$ cat src/hdl/kfd_pkg.sv
`timescale 1ns / 1ps
`default_nettype none
// ----------------------------------------------------------------------------
// kfd_pkg
// Shared codes, constants and types for the KISS frame decoder.
// ----------------------------------------------------------------------------
package kfd_pkg;

    localparam int unsigned BYTE_W  = 8;
    localparam int unsigned COUNT_W = 11;
    localparam int unsigned EVENT_W = 2;
    localparam int unsigned PHASE_W = 3;

    localparam logic [COUNT_W-1:0] MAX_FRAME    = COUNT_W'(1024);
    localparam logic [COUNT_W-1:0] CAPACITY_RST = COUNT_W'(1024);

    localparam logic [BYTE_W-1:0] KISS_FEND     = 8'hC0;
    localparam logic [BYTE_W-1:0] KISS_FESC     = 8'hDB;
    localparam logic [BYTE_W-1:0] KISS_TFEND    = 8'hDC;
    localparam logic [BYTE_W-1:0] KISS_TFESC    = 8'hDD;
    localparam logic [BYTE_W-1:0] KISS_CMD_DATA = 8'h00;

    localparam logic [PHASE_W-1:0] PH_WAIT_START = 3'd0;
    localparam logic [PHASE_W-1:0] PH_WAIT_CMD   = 3'd1;
    localparam logic [PHASE_W-1:0] PH_DATA       = 3'd2;
    localparam logic [PHASE_W-1:0] PH_ESC        = 3'd3;
    localparam logic [PHASE_W-1:0] PH_DONE       = 3'd4;

    localparam logic [EVENT_W-1:0] EV_BYTE  = 2'd0;
    localparam logic [EVENT_W-1:0] EV_DONE  = 2'd1;
    localparam logic [EVENT_W-1:0] EV_ABORT = 2'd2;

    typedef struct packed {
        logic               valid;
        logic [EVENT_W-1:0] event_res;
        logic [BYTE_W-1:0]  payload_byte;
        logic [COUNT_W-1:0] position;
    } t_result;

    typedef struct packed {
        logic [PHASE_W-1:0] phase;
        logic [COUNT_W-1:0] count;
    } t_state;

endpackage
`default_nettype wire

$ cat src/hdl/kfd_step.sv
`timescale 1ns / 1ps
`default_nettype none
// ----------------------------------------------------------------------------
// kfd_step
// Decodes one byte: next framing phase, byte count and optional result.
// ----------------------------------------------------------------------------
module kfd_step (
    input  wire kfd_pkg::t_state                   i_state,
    input  wire logic [kfd_pkg::BYTE_W-1:0]        i_byte,
    input  wire logic [kfd_pkg::COUNT_W-1:0]       i_capacity,
    output kfd_pkg::t_state                        o_state,
    output kfd_pkg::t_result                       o_result
);

    logic [kfd_pkg::PHASE_W-1:0] phase;
    logic [kfd_pkg::COUNT_W-1:0] count;
    logic [kfd_pkg::COUNT_W-1:0] cap_eff;
    logic                        full;
    logic [kfd_pkg::COUNT_W-1:0] count_inc;

    // finished frame is cleared before the byte is decoded
    assign phase     = (i_state.phase == kfd_pkg::PH_DONE) ? kfd_pkg::PH_WAIT_START
                                                           : i_state.phase;
    assign count     = (i_state.phase == kfd_pkg::PH_DONE) ? '0 : i_state.count;
    assign cap_eff   = (i_capacity > kfd_pkg::MAX_FRAME) ? kfd_pkg::MAX_FRAME : i_capacity;
    assign full      = (count >= cap_eff);
    assign count_inc = count + kfd_pkg::COUNT_W'(1);

    always_comb begin
        o_state               = '{phase: phase, count: count};
        o_result              = '0;
        o_result.event_res    = kfd_pkg::EV_BYTE;
        case (phase)
            kfd_pkg::PH_WAIT_CMD: begin
                if (i_byte == kfd_pkg::KISS_CMD_DATA) begin
                    o_state.phase = kfd_pkg::PH_DATA;
                end else if (i_byte == kfd_pkg::KISS_FEND) begin
                    o_state.phase = kfd_pkg::PH_WAIT_CMD;
                end else begin
                    o_state.phase = kfd_pkg::PH_WAIT_START;
                end
            end
            kfd_pkg::PH_DATA: begin
                if (i_byte == kfd_pkg::KISS_FEND) begin
                    o_state.phase      = kfd_pkg::PH_DONE;
                    o_result.valid     = 1'b1;
                    o_result.event_res = kfd_pkg::EV_DONE;
                    o_result.position  = count;
                end else if (i_byte == kfd_pkg::KISS_FESC) begin
                    o_state.phase = kfd_pkg::PH_ESC;
                end else if (!full) begin
                    o_state.count         = count_inc;
                    o_result.valid        = 1'b1;
                    o_result.payload_byte = i_byte;
                    o_result.position     = count;
                end
            end
            kfd_pkg::PH_ESC: begin
                o_state.phase = kfd_pkg::PH_DATA;
                if (i_byte == kfd_pkg::KISS_TFEND ||
                    i_byte == kfd_pkg::KISS_TFESC) begin
                    o_result.valid    = 1'b1;
                    o_result.position = count;
                    if (!full) begin
                        o_state.count         = count_inc;
                        o_result.payload_byte =
                            (i_byte == kfd_pkg::KISS_TFEND) ?
                            kfd_pkg::KISS_FEND : kfd_pkg::KISS_FESC;
                    end else begin
                        // overflow on an escaped byte drops the frame
                        o_state.phase      = kfd_pkg::PH_WAIT_START;
                        o_state.count      = '0;
                        o_result.event_res = kfd_pkg::EV_ABORT;
                    end
                end
            end
            default: begin
                o_state.phase = (i_byte == kfd_pkg::KISS_FEND) ? kfd_pkg::PH_WAIT_CMD
                                                               : kfd_pkg::PH_WAIT_START;
            end
        endcase
    end

endmodule
`default_nettype wire

$ cat src/hdl/kiss_frame_decoder_core.sv
`timescale 1ns / 1ps
`default_nettype none
// ----------------------------------------------------------------------------
// kiss_frame_decoder_core
// Removes KISS framing from a received byte stream, one byte per transfer.
//
//   channel  direction  handshake                 payload
//   input    in         i_in_valid / o_in_stall   i_rx_byte
//   output   out        o_out_valid / i_out_stall o_event_res, o_payload_byte,
//                                                 o_position
//   config   in         i_cfg_we                  i_cfg_data
//
// one byte per cycle while the output is not stalled; an input transfer reaches the result
// through the input register, then decode into the result register
// a byte producing no result still passes the input register
// synchronous active-low reset; phase, count and valids cleared, capacity set to CAPACITY_RST
// a stalled output holds the pipeline; stall propagates back in the same cycle
// ----------------------------------------------------------------------------
module kiss_frame_decoder_core (
    input  wire logic                          i_clk,
    input  wire logic                          i_rst_n,
    input  wire logic                          i_cfg_we,
    input  wire logic [kfd_pkg::COUNT_W-1:0]   i_cfg_data,
    input  wire logic                          i_in_valid,
    output logic                               o_in_stall,
    input  wire logic [kfd_pkg::BYTE_W-1:0]    i_rx_byte,
    output logic                               o_out_valid,
    input  wire logic                          i_out_stall,
    output logic [kfd_pkg::EVENT_W-1:0]        o_event_res,
    output logic [kfd_pkg::BYTE_W-1:0]         o_payload_byte,
    output logic [kfd_pkg::COUNT_W-1:0]        o_position
);

    logic [kfd_pkg::COUNT_W-1:0] r_capacity;
    logic                        r_in_valid;
    logic [kfd_pkg::BYTE_W-1:0]  r_in_byte;
    kfd_pkg::t_state             r_state;
    kfd_pkg::t_state             n_state;
    kfd_pkg::t_result            n_result;
    logic                        r_out_valid;
    logic [kfd_pkg::EVENT_W-1:0] r_event_res;
    logic [kfd_pkg::BYTE_W-1:0]  r_payload_byte;
    logic [kfd_pkg::COUNT_W-1:0] r_position;
    logic                        out_free;
    logic                        advance;

    assign out_free   = !r_out_valid || !i_out_stall;
    assign advance    = r_in_valid && out_free;
    assign o_in_stall = r_in_valid && !out_free;

    kfd_step u_step (
        .i_state    (r_state),
        .i_byte     (r_in_byte),
        .i_capacity (r_capacity),
        .o_state    (n_state),
        .o_result   (n_result)
    );

    always_ff @(posedge i_clk) begin
        if (!i_rst_n) begin
            r_capacity <= kfd_pkg::CAPACITY_RST;
        end else if (i_cfg_we) begin
            r_capacity <= i_cfg_data;
        end
    end

    always_ff @(posedge i_clk) begin
        if (!i_rst_n) begin
            r_in_valid <= 1'b0;
        end else if (!o_in_stall) begin
            r_in_valid <= i_in_valid;
        end
    end

    always_ff @(posedge i_clk) begin
        if (!o_in_stall && i_in_valid) begin
            r_in_byte <= i_rx_byte;
        end
    end

    always_ff @(posedge i_clk) begin
        if (!i_rst_n) begin
            r_state <= '{phase: kfd_pkg::PH_WAIT_START, count: '0};
        end else if (advance) begin
            r_state <= n_state;
        end
    end

    always_ff @(posedge i_clk) begin
        if (!i_rst_n) begin
            r_out_valid <= 1'b0;
        end else if (out_free) begin
            r_out_valid <= advance && n_result.valid;
        end
    end

    always_ff @(posedge i_clk) begin
        if (advance && n_result.valid) begin
            r_event_res    <= n_result.event_res;
            r_payload_byte <= n_result.payload_byte;
            r_position     <= n_result.position;
        end
    end

    assign o_out_valid    = r_out_valid;
    assign o_event_res    = r_event_res;
    assign o_payload_byte = r_payload_byte;
    assign o_position     = r_position;

    // count never passes the frame limit
    a_count_bound: assert property (@(posedge i_clk) disable iff (!i_rst_n)
        r_state.count <= kfd_pkg::MAX_FRAME)
        else $error("byte count above frame limit");

    // outside a frame the count is always clear
    a_idle_count: assert property (@(posedge i_clk) disable iff (!i_rst_n)
        (r_state.phase == kfd_pkg::PH_WAIT_START || r_state.phase == kfd_pkg::PH_WAIT_CMD)
        |-> r_state.count == '0)
        else $error("count held outside a frame");

    // only stored-byte results carry data
    a_event_payload: assert property (@(posedge i_clk) disable iff (!i_rst_n)
        (r_out_valid && r_event_res != kfd_pkg::EV_BYTE) |-> r_payload_byte == '0)
        else $error("payload on a non-byte event");

    // a decoded byte that raises a result always lands in the result register
    a_result_taken: assert property (@(posedge i_clk) disable iff (!i_rst_n)
        (advance && n_result.valid) |=> r_out_valid)
        else $error("result lost");

endmodule
`default_nettype wire
$ cat config.mk
export PLATFORM = sky130hd
export DESIGN_NAME = kiss_frame_decoder_core
export DESIGN_NICKNAME = d
export VERILOG_FILES = /design/src/hdl/kfd_pkg.sv /design/src/hdl/kfd_step.sv /design/src/hdl/kiss_frame_decoder_core.sv
export SDC_FILE = /design/constraint.sdc
export NUM_CORES = 1
export LEC_CHECK = 0
export ABC_AREA = 1
export BUFFER_PORTS_ARGS = -buffer_cell sky130_fd_sc_hd__buf_2
export CAP_MARGIN = 30
export CORE_MARGIN = 2
export CORE_UTILIZATION = 45
export CTS_BUF_LIST = sky130_fd_sc_hd__clkbuf_16
export CTS_CLUSTER_SIZE = 10
export DETAILED_ROUTE_END_ITERATION = 16
export PLACE_DENSITY = 0.65
export SLEW_MARGIN = 10
export SYNTH_ARGS = -nofsm -noshare
export SYNTH_HDL_FRONTEND = slang
export SYNTH_SLANG_ARGS = --single-unit
$ cat constraint.sdc
create_clock -name i_clk -period 4.2 [get_ports i_clk]
set_clock_uncertainty 0.1 [all_clocks]
set_input_delay 0.21 -clock i_clk [delete_from_list [all_inputs] [get_ports i_clk]]
set_output_delay 0.21 -clock i_clk [all_outputs]
set_load 0.03 [all_outputs]
* After elaboration in Yosys (flattened, before gate mapping)
Index checks and enable logic that the tools add are counted.
Word-level totals: bits in registers 56, bits in latches 0, bits in writable memories 0, bits in read-only memories 0, input port bits 24, output and inout bits 23, logic and storage cells 59, memories 0
Operators by class: $add $sub $neg 1, multiply operators 0, div/mod/pow operators 0, magnitude comparators 2, equality and inequality tests 8, shift-type cells 0, mux-type cells 28, bitwise gates (word level) 0, reductions and logical operators 11
Operators by type and width (number):
- 2-to-1 mux 11 bit | 7
- one-hot mux 22 bit (2 select lines) | 1
- 2-to-1 mux 19 bit | 2
- equality test 8 bit (second input constant) | 4
- 2-to-1 mux 22 bit | 1
- one-hot mux 11 bit (2 select lines) | 1
- 2-to-1 mux 8 bit | 2
- 2-to-1 mux 13 bit | 1
- 2-to-1 mux 3 bit | 4
- adder 11 x 1 -> 11 bit (second input constant) | 1
- >= comparator 11 bit | 1
- greater-than comparator 11 bit (second input constant) | 1
- one-hot mux 3 bit (3 select lines) | 1
- zero test 8 bit | 1
- equality test 3 x 2 -> 1 bit (second input constant) | 2
- 2-to-1 mux 1 bit | 5
- 2-to-1 mux 5 bit | 1
- logical AND 1 bit | 4
- zero test 1 bit | 4
- 2-to-1 mux 2 bit | 2
- equality test 3 x 1 -> 1 bit (second input constant) | 1
- equality test 3 bit (second input constant) | 1
- logical OR 1 bit | 2

* Logic depth before layout (Yosys ltp)
depth after elaboration 8, depth in mapped cells 20, depth with buffers taken out 20

* Modules after synthesis
A second synthesis with hierarchy kept.
Unflattened totals: cell total of the unflattened synthesis 473, area total of the unflattened synthesis 3447.1 um^2
By module, submodules not included:
- kiss_frame_decoder_core | instances 1, cells each 185, area each 1969.4 um^2, sequential area each 1411.4 um^2
- kfd_step | instances 1, cells each 288, area each 1477.7 um^2, sequential area each 0.0 um^2

* Worst setup path before layout
OpenSTA, ideal clock, no wires.
path kind flip-flop to flip-flop, start reg r_capacity[6] in the netlist's numbering, end reg r_event_res, in the netlist o_event_res[0], enable pin, arrival 2605 ps, required time 3724 ps, setup slack 1119 ps, stages on the path, launching flop included 16, path buffers 0, clock period less this slack 3081 ps, cells stage by stage dfxtp_1 nor4_1 nor3b_1 a21oi_1 inv_1 nand2_1 ha_1 nand2_1 inv_1 a21oi_1 nand2_1 a21oi_4 nand3_1 nand2_1 nand2_1 inv_1
Between the ends: word-level cells in the longest chain between the ends 8
Ends and longest elaborated chain:
- start: declaration | RTL line kiss_frame_decoder_core.sv:34 | logic [kfd_pkg::COUNT_W-1:0] r_capacity;
- start signal: assignment | RTL line kiss_frame_decoder_core.sv:61 | r_capacity <= kfd_pkg::CAPACITY_RST;
- start signal: assignment | RTL line kiss_frame_decoder_core.sv:63 | r_capacity <= i_cfg_data;
- greater-than comparator 11 bit | RTL line kfd_step.sv:25 | assign cap_eff = (i_capacity > kfd_pkg::MAX_FRAME) ? kfd_pkg::MAX_FRAME : i_capacity;
- 2-to-1 mux 11 bit (*) | RTL line kfd_step.sv:25
- >= comparator 11 bit (*) | RTL line kfd_step.sv:26 | assign full = (count >= cap_eff);
- 2-to-1 mux 1 bit (*) | RTL line kfd_step.sv:51 | end else if (!full) begin
- 2-to-1 mux 1 bit (*) | RTL line kfd_step.sv:49 | end else if (i_byte == kfd_pkg::KISS_FESC) begin
- 2-to-1 mux 1 bit (*) | RTL line kfd_step.sv:44 | if (i_byte == kfd_pkg::KISS_FEND) begin
- one-hot mux 22 bit (2 select lines) (*) | RTL line kfd_step.sv:33 | case (phase)
- logical AND 1 bit (*) | RTL line kiss_frame_decoder_core.sv:98 | if (advance && n_result.valid) begin
- end signal: assignment | RTL line kiss_frame_decoder_core.sv:99 | r_event_res <= n_result.event_res;
- end: declaration | RTL line kiss_frame_decoder_core.sv:41 | logic [kfd_pkg::EVENT_W-1:0] r_event_res;
Mark *: on every way between the ends. The rest lies on a longest branch, timed or not. A chain may end at the register's enable or synchronous reset.

* Worst setup path in the final report
start reg r_capacity[6] in the netlist's numbering, end reg r_position, in the netlist o_position[9], enable pin
Between the ends: word-level cells in the longest chain between the ends 8
Ends and longest elaborated chain:
- greater-than comparator 11 bit | RTL line kfd_step.sv:25
- 2-to-1 mux 11 bit (*) | RTL line kfd_step.sv:25
- >= comparator 11 bit (*) | RTL line kfd_step.sv:26
- 2-to-1 mux 1 bit (*) | RTL line kfd_step.sv:51
- 2-to-1 mux 1 bit (*) | RTL line kfd_step.sv:49
- 2-to-1 mux 1 bit (*) | RTL line kfd_step.sv:44
- one-hot mux 22 bit (2 select lines) (*) | RTL line kfd_step.sv:33
- logical AND 1 bit (*) | RTL line kiss_frame_decoder_core.sv:98
- end signal: assignment | RTL line kiss_frame_decoder_core.sv:101 | r_position <= n_result.position;
- end: declaration | RTL line kiss_frame_decoder_core.sv:43 | logic [kfd_pkg::COUNT_W-1:0] r_position;
Marked as above.

==> reports/qor.yml <==
first_pass_iters: 5
vdd_ir_drop_max_mv: 0.1529
clk_pin_slew_ps: 70
rrSetupSlack_ps: 950
yosys-top-cells-area: "sky130_fd_sc_hd__edfxtp_1 28%, sky130_fd_sc_hd__dfxtp_1 17%, sky130_fd_sc_hd__nand2_1 10%, sky130_fd_sc_hd__nor2_1 7.9%, sky130_fd_sc_hd__inv_1 6.6%"
synth.lib_cells_used.distinct: 30
chip_width_um: 87.46
timing.critical_path.from_type: "flip-flop"
tightestPinTransition_ps: 510.5
synth_seq_area_share_pct: 45.03
total_negative_setup_slack_ps: 0
max-slew-margin-rel_pct: 65.93
dr_wl_met2_um: 3102
remaining_drc_errors: 0
num_vias: 2759
total_area_of_multi_input_combinational_cells_um2: 1471
syn_avg_cell_area_um2: 7.720
met3RoutedLength_um: 332
power_density_nw_per_um2: 315.2
worstPathArrival_ps: 3120
core_area_um2: 6756
run_status: "finished clean"
vias_in_the_first_global_route: 2678
synthesis.nets: 444
insertion_delay_to_the_later_sink_of_the_worst_skew_pair_ps: 290
cts_tree: "done"
avgViaCountPerCell: 5.072
max_cap_violations: 0
max-clock-path-buffers: 2
overflow: 0
portBuffers: 46
post-synth-top-count-cell: "sky130_fd_sc_hd__nand2_1"
tritoncts.num_buffers: 5
flow.area_growth_from_synthesis_pct: 17.29
hpwl_um: 5051
final-seq-area_um2: 1411
worst_r2r_path_depth: 16
drive_gt1_share_pct: 16.59
launch_instance_of_the_worst_min_delay_path: "i_cfg_data[3]"
grt_pass1_wl_um: 12070
antenna_cells_inserted: 0
report.final.hold_viol_count: 0
fmax_mhz: 307.4
yosysTopAreaCellShare_pct: 27.78
synth_async_sr_flop_share_pct: 0
number_of_enable_type_register_cells_in_the_synthesized_netlist: 29
timing.rr.end: "o_position[9]"
antenna_found_initial: 0
gp_congestion: 0.8462
synth.top_cells.by_count: "84 x sky130_fd_sc_hd__nand2_1, 66 x sky130_fd_sc_hd__nor2_1, 55 x sky130_fd_sc_hd__inv_1"
grt_max_degree: 22
critPathMaxFanout: 21
ctsRootBufferMaster: "sky130_fd_sc_hd__clkbuf_16"
criticalPathCategory: "reg2reg"
hold_class: "in2reg"
postCtsResizedCells: 0
final-instance-count-excl-fill: 544
top_level_ports: 47
wl_um: 7016
postRouteAntennaNets: 0
wl_per_cell_um: 12.90
fin_nets: 501
initial_utilization_pct: 46.39
critPathCaptureType: "flip-flop"
syn-instance-count: 406
min_delay_worst_endpoint: "r_capacity[3]"
hold-path-cell-count: 3
post_cts_hold_buffer_count: 8
cts_htree_levels: 2
placedCellCount: 528
netlist_area_um2: 3134
design_power_total_mw: 1.159
clkSinkCount: 56
timing.rr.start: "r_capacity[6]"
synth.yosys.warnings: 0
num_rows: 30
groute.usage.overall_pct: 19.98
die-area_um2: 7648
synth.largest_area_cell: "sky130_fd_sc_hd__edfxtp_1"
final.fill_count: 666
first_iter_violations: 234
report.final.slew_viol_count: 0
top_signal_layer_used: "met4"
final_critical_path_required_period_ps: 3253
report.final.setup_viol: 0
post_cts.repair.setup_buffers: 0
wl_met1_um: 3445
yosys_most_used_dff: "sky130_fd_sc_hd__edfxtp_1"
cp_data_required_time_ps: 4070
total_leakage_power_nw: 1.767
post-route-period-util_pct: 77.46
postSynthRegisterBits: 56
worst_case_hold_slack_ps: 42.14
rsz0062_at_grt: "false"
chipHeight_um: 87.46
[critical path, cell delays in order (launching register included)]
cell and delay [ps]:
sky130_fd_sc_hd__dfxtp_1 330, sky130_fd_sc_hd__nor4_1 290, sky130_fd_sc_hd__nor3b_1 210, sky130_fd_sc_hd__a21oi_1 100, sky130_fd_sc_hd__inv_1 180, sky130_fd_sc_hd__nand2_1 80
sky130_fd_sc_hd__ha_1 290, sky130_fd_sc_hd__nand2_1 90, sky130_fd_sc_hd__inv_1 40, sky130_fd_sc_hd__a21oi_1 130, sky130_fd_sc_hd__nand2_1 110, sky130_fd_sc_hd__a21oi_4 260
sky130_fd_sc_hd__nand3_1 170, sky130_fd_sc_hd__nand2_1 130, sky130_fd_sc_hd__nand2_1 80, sky130_fd_sc_hd__inv_1 60, sky130_fd_sc_hd__buf_4 270
[kinds of logic (layout without fill, tap and decap cells)]
logic type                 after synthesis  count (layout)  synth area share (%)
DFF                                     56              56                 45.03
AOI/OAI and AO/OA                       66              66                 11.86
adders and majority gates               14              14                 5.589
and+or+nand+nor                        200             200                 28.66
xor gates and xnor gates                 3               3                0.8385
buffers and inverters                   67             125                 8.024
[registers in the layout, summed over array words and instances, names as in the netlist]
name            cells
o_event_res         2
r_in_valid          1
r_capacity         11
o_position         11
r_in_byte           8
o_out_valid         1
r_state            14
o_payload_byte      8
[metal layers]
layer,track usage [%],vias to the layer above
met2,30.79,85
li1,-,1436
met1,27.25,1224
met4,9.510,0
met3,3.318,14
met5,0,-
[power breakdown]
| group | switching (mW) | total (mW) | leakage [nW] | internal, mW |
|---|---|---|---|---|
| combinational | 0.0918 | 0.147 | 1.15 | 0.0556 |
| sequential | 0.0149 | 0.607 | 0.545 | 0.592 |
| clock | 0.187 | 0.404 | 0.0710 | 0.217 |
| total | 0.293 | 1.16 | 1.77 | 0.865 |
[how the worst max path moves through the flow]
stage                              from             end  slack, ps  cells after the start
final                     r_capacity[6]   o_position[9]        950                     16
after detailed placement  r_capacity[6]  o_position[10]        910                     16
after CTS                 r_capacity[6]   o_position[3]        880                     16
after floorplan           r_capacity[6]  o_event_res[0]       1120                     15
after global placement    r_capacity[6]   o_position[5]       1070                     16
after global routing      r_capacity[6]   o_position[0]        520                     18
[stage by stage]
step	util [%]	setup slack, ps	instance area [µm²]
floorplan	-	1119	3134
global placement	51.17	1068	3457
detailed placement	51.17	908.6	3457
CTS	54.41	884.7	3676
global route	54.41	516.6	3676
finish	54.41	946.9	3676
[area by class of cell]
cell class	count	share of cell area, %
clock buffer	5	3.404
multi-input combinational	283	40.03
inverter	61	6.229
clock inverter	3	0.3744
sequential	56	38.39
tap	80	2.723
timing repair buffer	56	8.850
[placed cells by master, fill, tap and decap left out, types with 4 or more instances in the layout]
cell                             n
sky130_fd_sc_hd__a21oi_1        28
sky130_fd_sc_hd__buf_2          46
sky130_fd_sc_hd__nand3b_1        5
sky130_fd_sc_hd__nand4_1         5
sky130_fd_sc_hd__nor2_1         66
sky130_fd_sc_hd__dlygate4sd3_1   8
sky130_fd_sc_hd__edfxtp_1       29
sky130_fd_sc_hd__clkbuf_16       5
sky130_fd_sc_hd__o21ai_0        28
sky130_fd_sc_hd__dfxtp_1        27
sky130_fd_sc_hd__nand3_1        19
sky130_fd_sc_hd__nor2_4          4
sky130_fd_sc_hd__nand2_1        84
sky130_fd_sc_hd__inv_1          55
sky130_fd_sc_hd__inv_2           6
sky130_fd_sc_hd__ha_1           14
Power figures use the tool's default switching activity.
